--- src/hw/rtl/srtf_pkg.sv ---
// ----------------------------------------------------------------------------
// srtf_pkg
// Shared types and constants of the shortest-remaining-time-first scheduler.
// ----------------------------------------------------------------------------
package srtf_pkg;

  localparam int NUM_SLOTS_DEF = 8;
  localparam int TICK_W        = 32;
  localparam int BURST_W       = 16;
  localparam int SLOT_IN_W     = 3;
  localparam int QUEUE_DEPTH   = 2;

  typedef struct packed {
    logic                 valid;
    logic [SLOT_IN_W-1:0] slot;
    logic [BURST_W-1:0]   burst;
    logic                 in_range;
  } item_t;

  typedef struct packed {
    logic [TICK_W-1:0]    tick_time;
    logic                 run_valid;
    logic [SLOT_IN_W-1:0] run_slot;
    logic                 done_valid;
    logic [SLOT_IN_W-1:0] done_slot;
    logic [TICK_W-1:0]    turnaround;
    logic [TICK_W-1:0]    wait_ticks;
    logic                 arrive_rejected;
  } res_t;

  typedef struct packed {
    logic [BURST_W-1:0] rem;
    logic [BURST_W-1:0] burst;
    logic [TICK_W-1:0]  arr;
  } slot_rec_t;

  typedef enum logic [2:0] {
    ST_IDLE,
    ST_ARRIVE,
    ST_RET_RD,
    ST_RET_TURN,
    ST_RET_WAIT,
    ST_SCAN,
    ST_UPDATE,
    ST_EMIT
  } state_t;

endpackage

--- src/hw/rtl/srtf_ram.sv ---
// ----------------------------------------------------------------------------
// srtf_ram
// Generic single-write, single-read RAM with registered read data.
// ----------------------------------------------------------------------------
module srtf_ram #(
  parameter int WIDTH = 64,
  parameter int DEPTH = 8
) (
  input  logic                     clk,
  input  logic                     we,
  input  logic [$clog2(DEPTH)-1:0] waddr,
  input  logic [WIDTH-1:0]         wdata,
  input  logic                     re,
  input  logic [$clog2(DEPTH)-1:0] raddr,
  output logic [WIDTH-1:0]         rdata
);

  logic [WIDTH-1:0] mem_r [DEPTH];
  logic [WIDTH-1:0] rdata_r;

  always_ff @(posedge clk) begin
    if (we) begin
      mem_r[waddr] <= wdata;
    end
    if (re) begin
      rdata_r <= mem_r[raddr];
    end
  end

  assign rdata = rdata_r;

endmodule

--- src/hw/rtl/srtf_fifo.sv ---
// ----------------------------------------------------------------------------
// srtf_fifo
// Small register queue with push/full and pop/empty sides.
// ----------------------------------------------------------------------------
module srtf_fifo #(
  parameter int WIDTH = 8,
  parameter int DEPTH = srtf_pkg::QUEUE_DEPTH
) (
  input  logic             clk,
  input  logic             rst_n,
  input  logic             push,
  input  logic [WIDTH-1:0] wr_data,
  output logic             full,
  input  logic             pop,
  output logic [WIDTH-1:0] rd_data,
  output logic             empty
);

  localparam int PTR_W = (DEPTH > 1) ? $clog2(DEPTH) : 1;
  localparam int CNT_W = $clog2(DEPTH + 1);

  logic [WIDTH-1:0] mem_r [DEPTH];
  logic [PTR_W-1:0] wr_ptr_r, wr_ptr_nxt;
  logic [PTR_W-1:0] rd_ptr_r, rd_ptr_nxt;
  logic [CNT_W-1:0] cnt_r, cnt_nxt;
  logic             do_push, do_pop;

  assign full    = (cnt_r == CNT_W'(DEPTH));
  assign empty   = (cnt_r == '0);
  assign do_push = push && !full;
  assign do_pop  = pop && !empty;
  assign rd_data = mem_r[rd_ptr_r];

  always_comb begin
    wr_ptr_nxt = wr_ptr_r;
    rd_ptr_nxt = rd_ptr_r;
    cnt_nxt    = cnt_r;
    if (do_push) begin
      wr_ptr_nxt = (wr_ptr_r == PTR_W'(DEPTH - 1)) ? '0 : wr_ptr_r + 1'b1;
    end
    if (do_pop) begin
      rd_ptr_nxt = (rd_ptr_r == PTR_W'(DEPTH - 1)) ? '0 : rd_ptr_r + 1'b1;
    end
    if (do_push && !do_pop) begin
      cnt_nxt = cnt_r + 1'b1;
    end else if (do_pop && !do_push) begin
      cnt_nxt = cnt_r - 1'b1;
    end
  end

  always_ff @(posedge clk) begin
    if (!rst_n) begin
      wr_ptr_r <= '0;
      rd_ptr_r <= '0;
      cnt_r    <= '0;
    end else begin
      wr_ptr_r <= wr_ptr_nxt;
      rd_ptr_r <= rd_ptr_nxt;
      cnt_r    <= cnt_nxt;
    end
  end

  always_ff @(posedge clk) begin
    if (do_push) begin
      mem_r[wr_ptr_r] <= wr_data;
    end
  end

endmodule

--- src/hw/rtl/srtf_front.sv ---
// ----------------------------------------------------------------------------
// srtf_front
// Input side: classify each tick item (slot range) and queue it for the core.
// ----------------------------------------------------------------------------
module srtf_front #(
  parameter int NUM_SLOTS = srtf_pkg::NUM_SLOTS_DEF
) (
  input  logic                           clk,
  input  logic                           rst_n,
  input  logic                           push,
  output logic                           full,
  input  logic                           arrive_valid,
  input  logic [srtf_pkg::SLOT_IN_W-1:0] arrive_slot,
  input  logic [srtf_pkg::BURST_W-1:0]   arrive_burst,
  input  logic                           pop,
  output logic                           empty,
  output srtf_pkg::item_t                item
);

  srtf_pkg::item_t                      item_in;
  logic [$bits(srtf_pkg::item_t)-1:0]   q_rd;

  always_comb begin
    item_in.valid    = arrive_valid;
    item_in.slot     = arrive_slot;
    item_in.burst    = arrive_burst;
    item_in.in_range = (32'(arrive_slot) < 32'(NUM_SLOTS));
  end

  srtf_fifo #(
    .WIDTH ($bits(srtf_pkg::item_t)),
    .DEPTH (srtf_pkg::QUEUE_DEPTH)
  ) u_queue (
    .clk     (clk),
    .rst_n   (rst_n),
    .push    (push),
    .wr_data (item_in),
    .full    (full),
    .pop     (pop),
    .rd_data (q_rd),
    .empty   (empty)
  );

  assign item = q_rd;

endmodule

--- src/hw/rtl/srtf_back.sv ---
// ----------------------------------------------------------------------------
// srtf_back
// Scheduler core: load arrival, retire the finished task, scan the slot table
// one slot per cycle for the least remaining time, then run the chosen task.
// ----------------------------------------------------------------------------
module srtf_back #(
  parameter int NUM_SLOTS = srtf_pkg::NUM_SLOTS_DEF
) (
  input  logic            clk,
  input  logic            rst_n,
  input  logic            in_empty,
  input  srtf_pkg::item_t in_item,
  output logic            in_pop,
  input  logic            out_full,
  output logic            out_push,
  output srtf_pkg::res_t  out_res
);

  localparam int SLOT_W = $clog2(NUM_SLOTS);
  localparam int EXT_W  = SLOT_W + srtf_pkg::SLOT_IN_W;
  localparam int CNT_W  = SLOT_W + 1;
  localparam int REC_W  = $bits(srtf_pkg::slot_rec_t);

  srtf_pkg::state_t    state_r, state_nxt;
  logic [srtf_pkg::TICK_W-1:0] tick_r, tick_nxt;
  logic                run_vld_r, run_vld_nxt;
  logic [SLOT_W-1:0]   run_slot_r, run_slot_nxt;
  logic [NUM_SLOTS-1:0] active_r, active_nxt;
  logic                cmp_vld_r, cmp_vld_nxt;
  logic [SLOT_W-1:0]   cmp_slot_r, cmp_slot_nxt;
  logic [CNT_W-1:0]    scan_cnt_r, scan_cnt_nxt;
  srtf_pkg::item_t     item_r, item_nxt;
  logic                rej_r, rej_nxt;
  logic                done_vld_r, done_vld_nxt;
  logic [SLOT_W-1:0]   done_slot_r, done_slot_nxt;
  logic [srtf_pkg::TICK_W-1:0] turn_r, turn_nxt;
  logic [srtf_pkg::TICK_W-1:0] wait_r, wait_nxt;
  logic                found_r, found_nxt;
  logic [SLOT_W-1:0]   best_slot_r, best_slot_nxt;
  srtf_pkg::slot_rec_t best_rec_r, best_rec_nxt;

  logic                ram_we, ram_re;
  logic [SLOT_W-1:0]   ram_waddr, ram_raddr;
  srtf_pkg::slot_rec_t ram_wrec, rd_rec;
  logic [REC_W-1:0]    ram_rdata;

  logic [EXT_W-1:0]    arr_ext;
  logic [SLOT_W-1:0]   arr_slot;
  logic                arr_ok;
  logic [EXT_W-1:0]    run_ext, done_ext;

  assign rd_rec   = ram_rdata;
  assign arr_ext  = EXT_W'(item_r.slot);
  assign arr_slot = arr_ext[SLOT_W-1:0];
  assign arr_ok   = item_r.valid && item_r.in_range && !active_r[arr_slot];

  srtf_ram #(
    .WIDTH (REC_W),
    .DEPTH (NUM_SLOTS)
  ) u_table (
    .clk   (clk),
    .we    (ram_we),
    .waddr (ram_waddr),
    .wdata (ram_wrec),
    .re    (ram_re),
    .raddr (ram_raddr),
    .rdata (ram_rdata)
  );

  // next state
  always_comb begin
    state_nxt = state_r;
    unique case (state_r)
      srtf_pkg::ST_IDLE: begin
        if (!in_empty) begin
          state_nxt = srtf_pkg::ST_ARRIVE;
        end
      end
      srtf_pkg::ST_ARRIVE: begin
        if (run_vld_r && active_r[run_slot_r]) begin
          state_nxt = srtf_pkg::ST_RET_RD;
        end else begin
          state_nxt = srtf_pkg::ST_SCAN;
        end
      end
      srtf_pkg::ST_RET_RD: begin
        state_nxt = srtf_pkg::ST_RET_TURN;
      end
      srtf_pkg::ST_RET_TURN: begin
        if (rd_rec.rem == '0) begin
          state_nxt = srtf_pkg::ST_RET_WAIT;
        end else begin
          state_nxt = srtf_pkg::ST_SCAN;
        end
      end
      srtf_pkg::ST_RET_WAIT: begin
        state_nxt = srtf_pkg::ST_SCAN;
      end
      srtf_pkg::ST_SCAN: begin
        if (scan_cnt_r == CNT_W'(NUM_SLOTS)) begin
          state_nxt = srtf_pkg::ST_UPDATE;
        end
      end
      srtf_pkg::ST_UPDATE: begin
        state_nxt = srtf_pkg::ST_EMIT;
      end
      srtf_pkg::ST_EMIT: begin
        if (!out_full) begin
          state_nxt = srtf_pkg::ST_IDLE;
        end
      end
      default: begin
        state_nxt = srtf_pkg::ST_IDLE;
      end
    endcase
  end

  // outputs
  always_comb begin
    in_pop    = 1'b0;
    out_push  = 1'b0;
    ram_we    = 1'b0;
    ram_waddr = arr_slot;
    ram_wrec  = '{rem: item_r.burst, burst: item_r.burst, arr: tick_r};
    ram_re    = 1'b0;
    ram_raddr = run_slot_r;
    unique case (state_r)
      srtf_pkg::ST_IDLE: begin
        in_pop = !in_empty;
      end
      srtf_pkg::ST_ARRIVE: begin
        ram_we = arr_ok;
      end
      srtf_pkg::ST_RET_RD: begin
        ram_re = 1'b1;
      end
      srtf_pkg::ST_SCAN: begin
        ram_re    = (scan_cnt_r < CNT_W'(NUM_SLOTS));
        ram_raddr = scan_cnt_r[SLOT_W-1:0];
      end
      srtf_pkg::ST_UPDATE: begin
        ram_we    = found_r;
        ram_waddr = best_slot_r;
        ram_wrec  = best_rec_r;
        if (best_rec_r.rem != '0) begin
          ram_wrec.rem = best_rec_r.rem - 1'b1;
        end
      end
      srtf_pkg::ST_EMIT: begin
        out_push = !out_full;
      end
      default: begin
      end
    endcase
  end

  assign run_ext  = EXT_W'(best_slot_r);
  assign done_ext = EXT_W'(done_slot_r);

  always_comb begin
    out_res.tick_time       = tick_r;
    out_res.run_valid       = found_r;
    out_res.run_slot        = run_ext[srtf_pkg::SLOT_IN_W-1:0];
    out_res.done_valid      = done_vld_r;
    out_res.done_slot       = done_ext[srtf_pkg::SLOT_IN_W-1:0];
    out_res.turnaround      = turn_r;
    out_res.wait_ticks      = wait_r;
    out_res.arrive_rejected = rej_r;
  end

  // datapath
  always_comb begin
    tick_nxt      = tick_r;
    run_vld_nxt   = run_vld_r;
    run_slot_nxt  = run_slot_r;
    active_nxt    = active_r;
    cmp_vld_nxt   = 1'b0;
    cmp_slot_nxt  = cmp_slot_r;
    scan_cnt_nxt  = scan_cnt_r;
    item_nxt      = item_r;
    rej_nxt       = rej_r;
    done_vld_nxt  = done_vld_r;
    done_slot_nxt = done_slot_r;
    turn_nxt      = turn_r;
    wait_nxt      = wait_r;
    found_nxt     = found_r;
    best_slot_nxt = best_slot_r;
    best_rec_nxt  = best_rec_r;

    // compare the slot whose record returned this cycle
    if (cmp_vld_r && active_r[cmp_slot_r] &&
        (!found_r || rd_rec.rem <= best_rec_r.rem)) begin
      found_nxt     = 1'b1;
      best_slot_nxt = cmp_slot_r;
      best_rec_nxt  = rd_rec;
    end

    unique case (state_r)
      srtf_pkg::ST_IDLE: begin
        item_nxt      = in_item;
        rej_nxt       = 1'b0;
        done_vld_nxt  = 1'b0;
        done_slot_nxt = '0;
        turn_nxt      = '0;
        wait_nxt      = '0;
        found_nxt     = 1'b0;
        best_slot_nxt = '0;
        scan_cnt_nxt  = '0;
      end
      srtf_pkg::ST_ARRIVE: begin
        if (item_r.valid && !arr_ok) begin
          rej_nxt = 1'b1;
        end
        if (arr_ok) begin
          active_nxt[arr_slot] = 1'b1;
        end
      end
      srtf_pkg::ST_RET_TURN: begin
        if (rd_rec.rem == '0) begin
          done_vld_nxt           = 1'b1;
          done_slot_nxt          = run_slot_r;
          turn_nxt               = tick_r - rd_rec.arr;
          active_nxt[run_slot_r] = 1'b0;
          run_vld_nxt            = 1'b0;
        end
      end
      srtf_pkg::ST_RET_WAIT: begin
        wait_nxt = turn_r - srtf_pkg::TICK_W'(rd_rec.burst);
      end
      srtf_pkg::ST_SCAN: begin
        if (scan_cnt_r < CNT_W'(NUM_SLOTS)) begin
          cmp_vld_nxt  = 1'b1;
          cmp_slot_nxt = scan_cnt_r[SLOT_W-1:0];
          scan_cnt_nxt = scan_cnt_r + 1'b1;
        end
      end
      srtf_pkg::ST_UPDATE: begin
        run_vld_nxt  = found_r;
        run_slot_nxt = found_r ? best_slot_r : '0;
      end
      srtf_pkg::ST_EMIT: begin
        if (!out_full) begin
          tick_nxt = tick_r + 1'b1;
        end
      end
      default: begin
      end
    endcase
  end

  always_ff @(posedge clk) begin
    if (!rst_n) begin
      state_r    <= srtf_pkg::ST_IDLE;
      tick_r     <= '0;
      run_vld_r  <= 1'b0;
      run_slot_r <= '0;
      active_r   <= '0;
      cmp_vld_r  <= 1'b0;
    end else begin
      state_r    <= state_nxt;
      tick_r     <= tick_nxt;
      run_vld_r  <= run_vld_nxt;
      run_slot_r <= run_slot_nxt;
      active_r   <= active_nxt;
      cmp_vld_r  <= cmp_vld_nxt;
    end
  end

  always_ff @(posedge clk) begin
    cmp_slot_r  <= cmp_slot_nxt;
    scan_cnt_r  <= scan_cnt_nxt;
    item_r      <= item_nxt;
    rej_r       <= rej_nxt;
    done_vld_r  <= done_vld_nxt;
    done_slot_r <= done_slot_nxt;
    turn_r      <= turn_nxt;
    wait_r      <= wait_nxt;
    found_r     <= found_nxt;
    best_slot_r <= best_slot_nxt;
    best_rec_r  <= best_rec_nxt;
  end

endmodule

--- src/hw/rtl/srtf_task_scheduler_top.sv ---
// ----------------------------------------------------------------------------
// srtf_task_scheduler_top
// Preemptive shortest-remaining-time-first scheduler, one tick per item.
// ----------------------------------------------------------------------------
// Ticks are handled one at a time: the core pops no new item until the
//   last result is pushed, and its slot scan reads one table entry per cycle.
// Reset: synchronous, active low; clears both queues, the slot active bits,
//   the running task and the tick counter. No clearing pass on the table.
module srtf_task_scheduler_top #(
  parameter int NUM_SLOTS = srtf_pkg::NUM_SLOTS_DEF
) (
  input  logic                           clk,
  input  logic                           rst_n,
  input  logic                           in_push,
  output logic                           in_full,
  input  logic                           in_arrive_valid,
  input  logic [srtf_pkg::SLOT_IN_W-1:0] in_arrive_slot,
  input  logic [srtf_pkg::BURST_W-1:0]   in_arrive_burst,
  output logic                           out_empty,
  input  logic                           out_pop,
  output logic [srtf_pkg::TICK_W-1:0]    out_tick_time,
  output logic                           out_run_valid,
  output logic [srtf_pkg::SLOT_IN_W-1:0] out_run_slot,
  output logic                           out_done_valid,
  output logic [srtf_pkg::SLOT_IN_W-1:0] out_done_slot,
  output logic [srtf_pkg::TICK_W-1:0]    out_turnaround,
  output logic [srtf_pkg::TICK_W-1:0]    out_wait_ticks,
  output logic                           out_arrive_rejected
);

  srtf_pkg::item_t                   item;
  logic                              q_empty;
  logic                              q_pop;
  logic                              res_full;
  logic                              res_push;
  srtf_pkg::res_t                    res;
  logic [$bits(srtf_pkg::res_t)-1:0] res_rd;
  srtf_pkg::res_t                    res_out;

  srtf_front #(
    .NUM_SLOTS (NUM_SLOTS)
  ) u_front (
    .clk          (clk),
    .rst_n        (rst_n),
    .push         (in_push),
    .full         (in_full),
    .arrive_valid (in_arrive_valid),
    .arrive_slot  (in_arrive_slot),
    .arrive_burst (in_arrive_burst),
    .pop          (q_pop),
    .empty        (q_empty),
    .item         (item)
  );

  srtf_back #(
    .NUM_SLOTS (NUM_SLOTS)
  ) u_back (
    .clk      (clk),
    .rst_n    (rst_n),
    .in_empty (q_empty),
    .in_item  (item),
    .in_pop   (q_pop),
    .out_full (res_full),
    .out_push (res_push),
    .out_res  (res)
  );

  srtf_fifo #(
    .WIDTH ($bits(srtf_pkg::res_t)),
    .DEPTH (srtf_pkg::QUEUE_DEPTH)
  ) u_res_queue (
    .clk     (clk),
    .rst_n   (rst_n),
    .push    (res_push),
    .wr_data (res),
    .full    (res_full),
    .pop     (out_pop),
    .rd_data (res_rd),
    .empty   (out_empty)
  );

  assign res_out             = res_rd;
  assign out_tick_time       = res_out.tick_time;
  assign out_run_valid       = res_out.run_valid;
  assign out_run_slot        = res_out.run_slot;
  assign out_done_valid      = res_out.done_valid;
  assign out_done_slot       = res_out.done_slot;
  assign out_turnaround      = res_out.turnaround;
  assign out_wait_ticks      = res_out.wait_ticks;
  assign out_arrive_rejected = res_out.arrive_rejected;

endmodule

--- config.mk ---
export PLATFORM = sky130hd
export DESIGN_NAME = srtf_task_scheduler_top
export DESIGN_NICKNAME = d
export VERILOG_FILES = /design/src/hw/rtl/srtf_pkg.sv /design/src/hw/rtl/srtf_ram.sv /design/src/hw/rtl/srtf_fifo.sv /design/src/hw/rtl/srtf_front.sv /design/src/hw/rtl/srtf_back.sv /design/src/hw/rtl/srtf_task_scheduler_top.sv
export SDC_FILE = /design/constraint.sdc
export NUM_CORES = 1
export LEC_CHECK = 0
export BUFFER_PORTS_ARGS = -buffer_cell sky130_fd_sc_hd__buf_2
export CAP_MARGIN = 20
export CORE_UTILIZATION = 45
export CTS_CLUSTER_DIAMETER = 40
export DETAILED_ROUTE_END_ITERATION = 10
export GPL_ROUTABILITY_DRIVEN = 1
export GPL_TIMING_DRIVEN = 0
export PLACE_DENSITY = 0.65
export SETUP_SLACK_MARGIN = 0.2
export SLEW_MARGIN = 20
export SYNTH_ARGS = -nofsm -noshare
export SYNTH_HDL_FRONTEND = slang
export SYNTH_HIERARCHICAL = 1
export SYNTH_SLANG_ARGS = --single-unit
--- constraint.sdc ---
create_clock -name clk -period 7.86 [get_ports clk]
set_input_delay 0 -clock clk [delete_from_list [all_inputs] [get_ports clk]]
set_output_delay 0 -clock clk [all_outputs]
set_load 0.02 [all_outputs]
==> results.tsv <==
metric	value	unit
status	complete, no violations	
cp_max_fo	16	
synth_top_area_share	68.77	%
synth_edf_count	989	
cts_resized	0	
placementRows	113	
top_layer_used	met4	
filler_cell_count	7472	
via_per_inst	5.497	
start_util	45.45	%
crit_top_cell	clkbuf_1	
grt_pass1_vias	23890	
holdPathStages	2	
tns	0	ns
post-route-period-util	63.79	%
critPathCaptureType	flop	
cts_setup_buffers	0	
hpwl	69.50	mm
r2r_cells	12	
crit_slowest_cell	clkbuf_1	
synth-async-reset-ratio	0	%
area_growth	18.21	%
max_stage_delay	0.84	ns
min_from	in_arrive_burst[11]	
design_area	0.05105	sq mm
cts_tree	done	
r2r_slack	2.85	ns
gp_congestion	0.8797	
clkTransAtPathRegs	0.07	ns
start_kind	flop	
worstPathArrival	5.38	ns
ir_drop	0.1952	mV
max_freq	199.5	MHz
dpl_cell_area	0.04668	sq mm
synth.ff_latch_count	1051	
synthTopCellsByArea	edfxtp_1 (69%), mux4_2 (6.8%), mux2_2 (3.7%)	
dieArea	0.09721	sq mm
antenna_found_initial	0	
skew	0.02989	ns
cts_buffers	118	
synthFlopType	edfxtp_1	
first_pass_iters	8	
setup_ws	2.846	ns
num_vias	23390	
maxCapViolations	0	
drt-met1-wl	41.52	mm
wl	98.48	mm
grt_setup_unrepaired	no	
whs	0.03985	ns
clock_sink_count	1051	
grt_usage	20.24	%
io_pins	131	
clock_latency	0.69	ns
fp.dieW	311.8	um
grt.overflow.total	0	
worst_slew_pin_slew	1.058	ns
final_util	53.73	%
setup_viol	0	
io_buffers	130	
worst_hold_path_type	input pin to flop	
synth_cell_type_count	77	
pre_cts_ws	2.870	ns
r2r-end	u_back/u_table/mem_r[5][61]	
post-route-drc-count	0	
cts_max_path_buffers	3	
powerDensity	303.9	mW/mm^2
coreArea	0.09501	sq mm
drtIter0Drc	1998	
period_needed	5.014	ns
ant_nets	0	
layout-drive-gt1-share	26.42	%
slew-limit-headroom	29.46	%
p_leak	17.46	nW
slew_violations	0	
postSynthCellCount	2546	
root_buffer	clkbuf_16	
cp_top_family	buffers and inverters	
syn_area_per_cell	16.96	sq um
grt_max_degree	56	
critPathRequiredTime	8.23	ns
ys_seq_area_share	71.65	%
final_nets	2981	
htree_levels	3	
multi_input_area	0.01143	sq mm
regArea	0.03094	sq mm
whs_endpoint	u_front/u_queue/mem_r[0][12]	
wl_per_cell	23.14	um
grt_pass1_wl	147.9	mm
netlist_area	0.04318	sq mm
synth_largest_area_cell	edfxtp_1	
cp_cell_sequence	clkbuf_1, nand2b_1, or2_2, clkbuf_1, clkbuf_1, buf_1, nand2_1, nand2_1, nand2b_1, nor2_4, buf_12, buf_16	
finalHoldViolations	0	
r2r_start	u_back/state_r[0]	
fp.dieH	311.8	um
crit_buf_inv	6	
critPathKind	flop to flop	
route.met3.wl	5.472	mm
n_antenna_cell	0	
yosysWarnings	6	
route.met2.wl	49.32	mm
-- worst max-delay path by stage --
stage | startpoint | endpoint | slack (ns) | cells after the start
finish | u_back/state_r[0] | u_back/u_table/mem_r[5][61] | 2.85 | 12
floorplan | u_back/arr_slot[1] | u_back/u_table/mem_r[0][0] | 1.22 | 8
global placement | u_back/state_r[2] | u_back/u_table/mem_r[4][26] | -4.94 | 9
detailed placement | u_back/state_r[0] | u_back/u_table/mem_r[5][58] | 2.87 | 12
CTS | u_back/state_r[0] | u_back/u_table/mem_r[5][32] | 2.83 | 12
global route | u_back/state_r[0] | u_back/u_table/mem_r[5][32] | 2.66 | 12
-- what timing repair did --
| item | in CTS | in global routing |
|---|---|---|
| endpoints found under the setup margin | 0 | 0 |
| hold endpoints to repair | 71 | 0 |
| hold buffers | 24 | 0 |
-- cells by family (layout without fill, tap and decap cells) --
group,Yosys count,count (layout),share of synthesized area [%]
multiplexers,328,328,12.39
adder cells (fa/ha/maj),72,72,2.121
XOR/XNOR,90,90,1.825
AO/OA/AOI/OAI,256,256,3.787
other,1,2,0.008684
flip-flops,1051,1051,71.65
AND/OR/NAND/NOR,558,558,6.064
buffers and inverters,190,633,2.156
-- final cells by class --
type                            count  area share [%]
Timing Repair Buffer              218           3.990
Multi-Input combinational cell   1306           22.39
Tap cell                         1265           3.100
Clock inverter                     82           1.870
Clock buffer                      143           6.213
Inverter                           93          0.6838
Sequential cell                  1051           60.61
Buffer                             97           1.140
-- synth_stat cells (45+ instances only) --
library cell / count
edfxtp_1: 989
nand2_1: 209
mux2_2: 143
nor2_1: 138
mux4_2: 131
inv_1: 91
ha_1: 70
a21oi_1: 62
dfxtp_1: 62
o21ai_0: 54
clkbuf_1: 50
mux2_4: 50
xnor2_1: 45
xor2_1: 45
-- where the power goes --
| group | switching (mW) | total, mW | internal (mW) |
|---|---|---|---|
| clock network | 2.28 | 5.61 | 3.33 |
| logic | 1.66 | 2.68 | 1.02 |
| registers | 0.276 | 7.22 | 6.95 |
-- placed cells by master (no fill, tap or decap), types with 14 or more instances in the layout --
cell type and n:
a21o_1 21, a21oi_1 61, and2_1 17, buf_12 16, buf_16 23, buf_2 140
buf_4 24, buf_6 18, clkbuf_1 67, clkbuf_16 122, dfxtp_1 62, dlygate4sd3_1 24
edfxtp_1 989, ha_1 70, inv_1 91, mux2_2 143, mux2_4 50, mux4_2 131
nand2_1 208, nand2b_1 22, nand3_1 34, nand4_1 25, nor2_1 131, nor3_1 26
o21a_1 14, o21ai_0 52, o21ai_1 18, or3_1 17, xnor2_1 45, xor2_1 45
-- state kept, by name, indices dropped and copies added (netlist names), 8 cells and up, named ones only --
| signal | cells |
|---|---|
| u_back/u_table/mem_r | 512 |
| u_back/active_r | 8 |
| u_back/turn_r | 32 |
| u_back/tick_r | 32 |
| u_front/u_queue/mem_r | 42 |
| u_back/best_rec_r | 64 |
| u_back/item_r | 18 |
| u_back/wait_r | 32 |
| u_res_queue/mem_r | 210 |
| u_back/u_table/rdata | 64 |
-- layer usage --
metal / GRT usage (%) / vias to the layer above
li1: - / 10550
met1: 27.02 / 11950
met2: 34.66 / 747
met3: 2.769 / 141
met4: 5.626 / 0
met5: 0 / -
-- metrics by stage --
| step | instances | total power, mW |
|---|---|---|
| after floorplan | 2547 | 9.017 |
| after global placement | 3942 | 9.844 |
| after detailed placement | 4006 | 10.01 |
| after CTS | 4255 | 15.65 |
| after global routing | 4255 | 16.09 |
| final | 4255 | 15.51 |
Note: power is estimated with default switching activity, not from simulation.
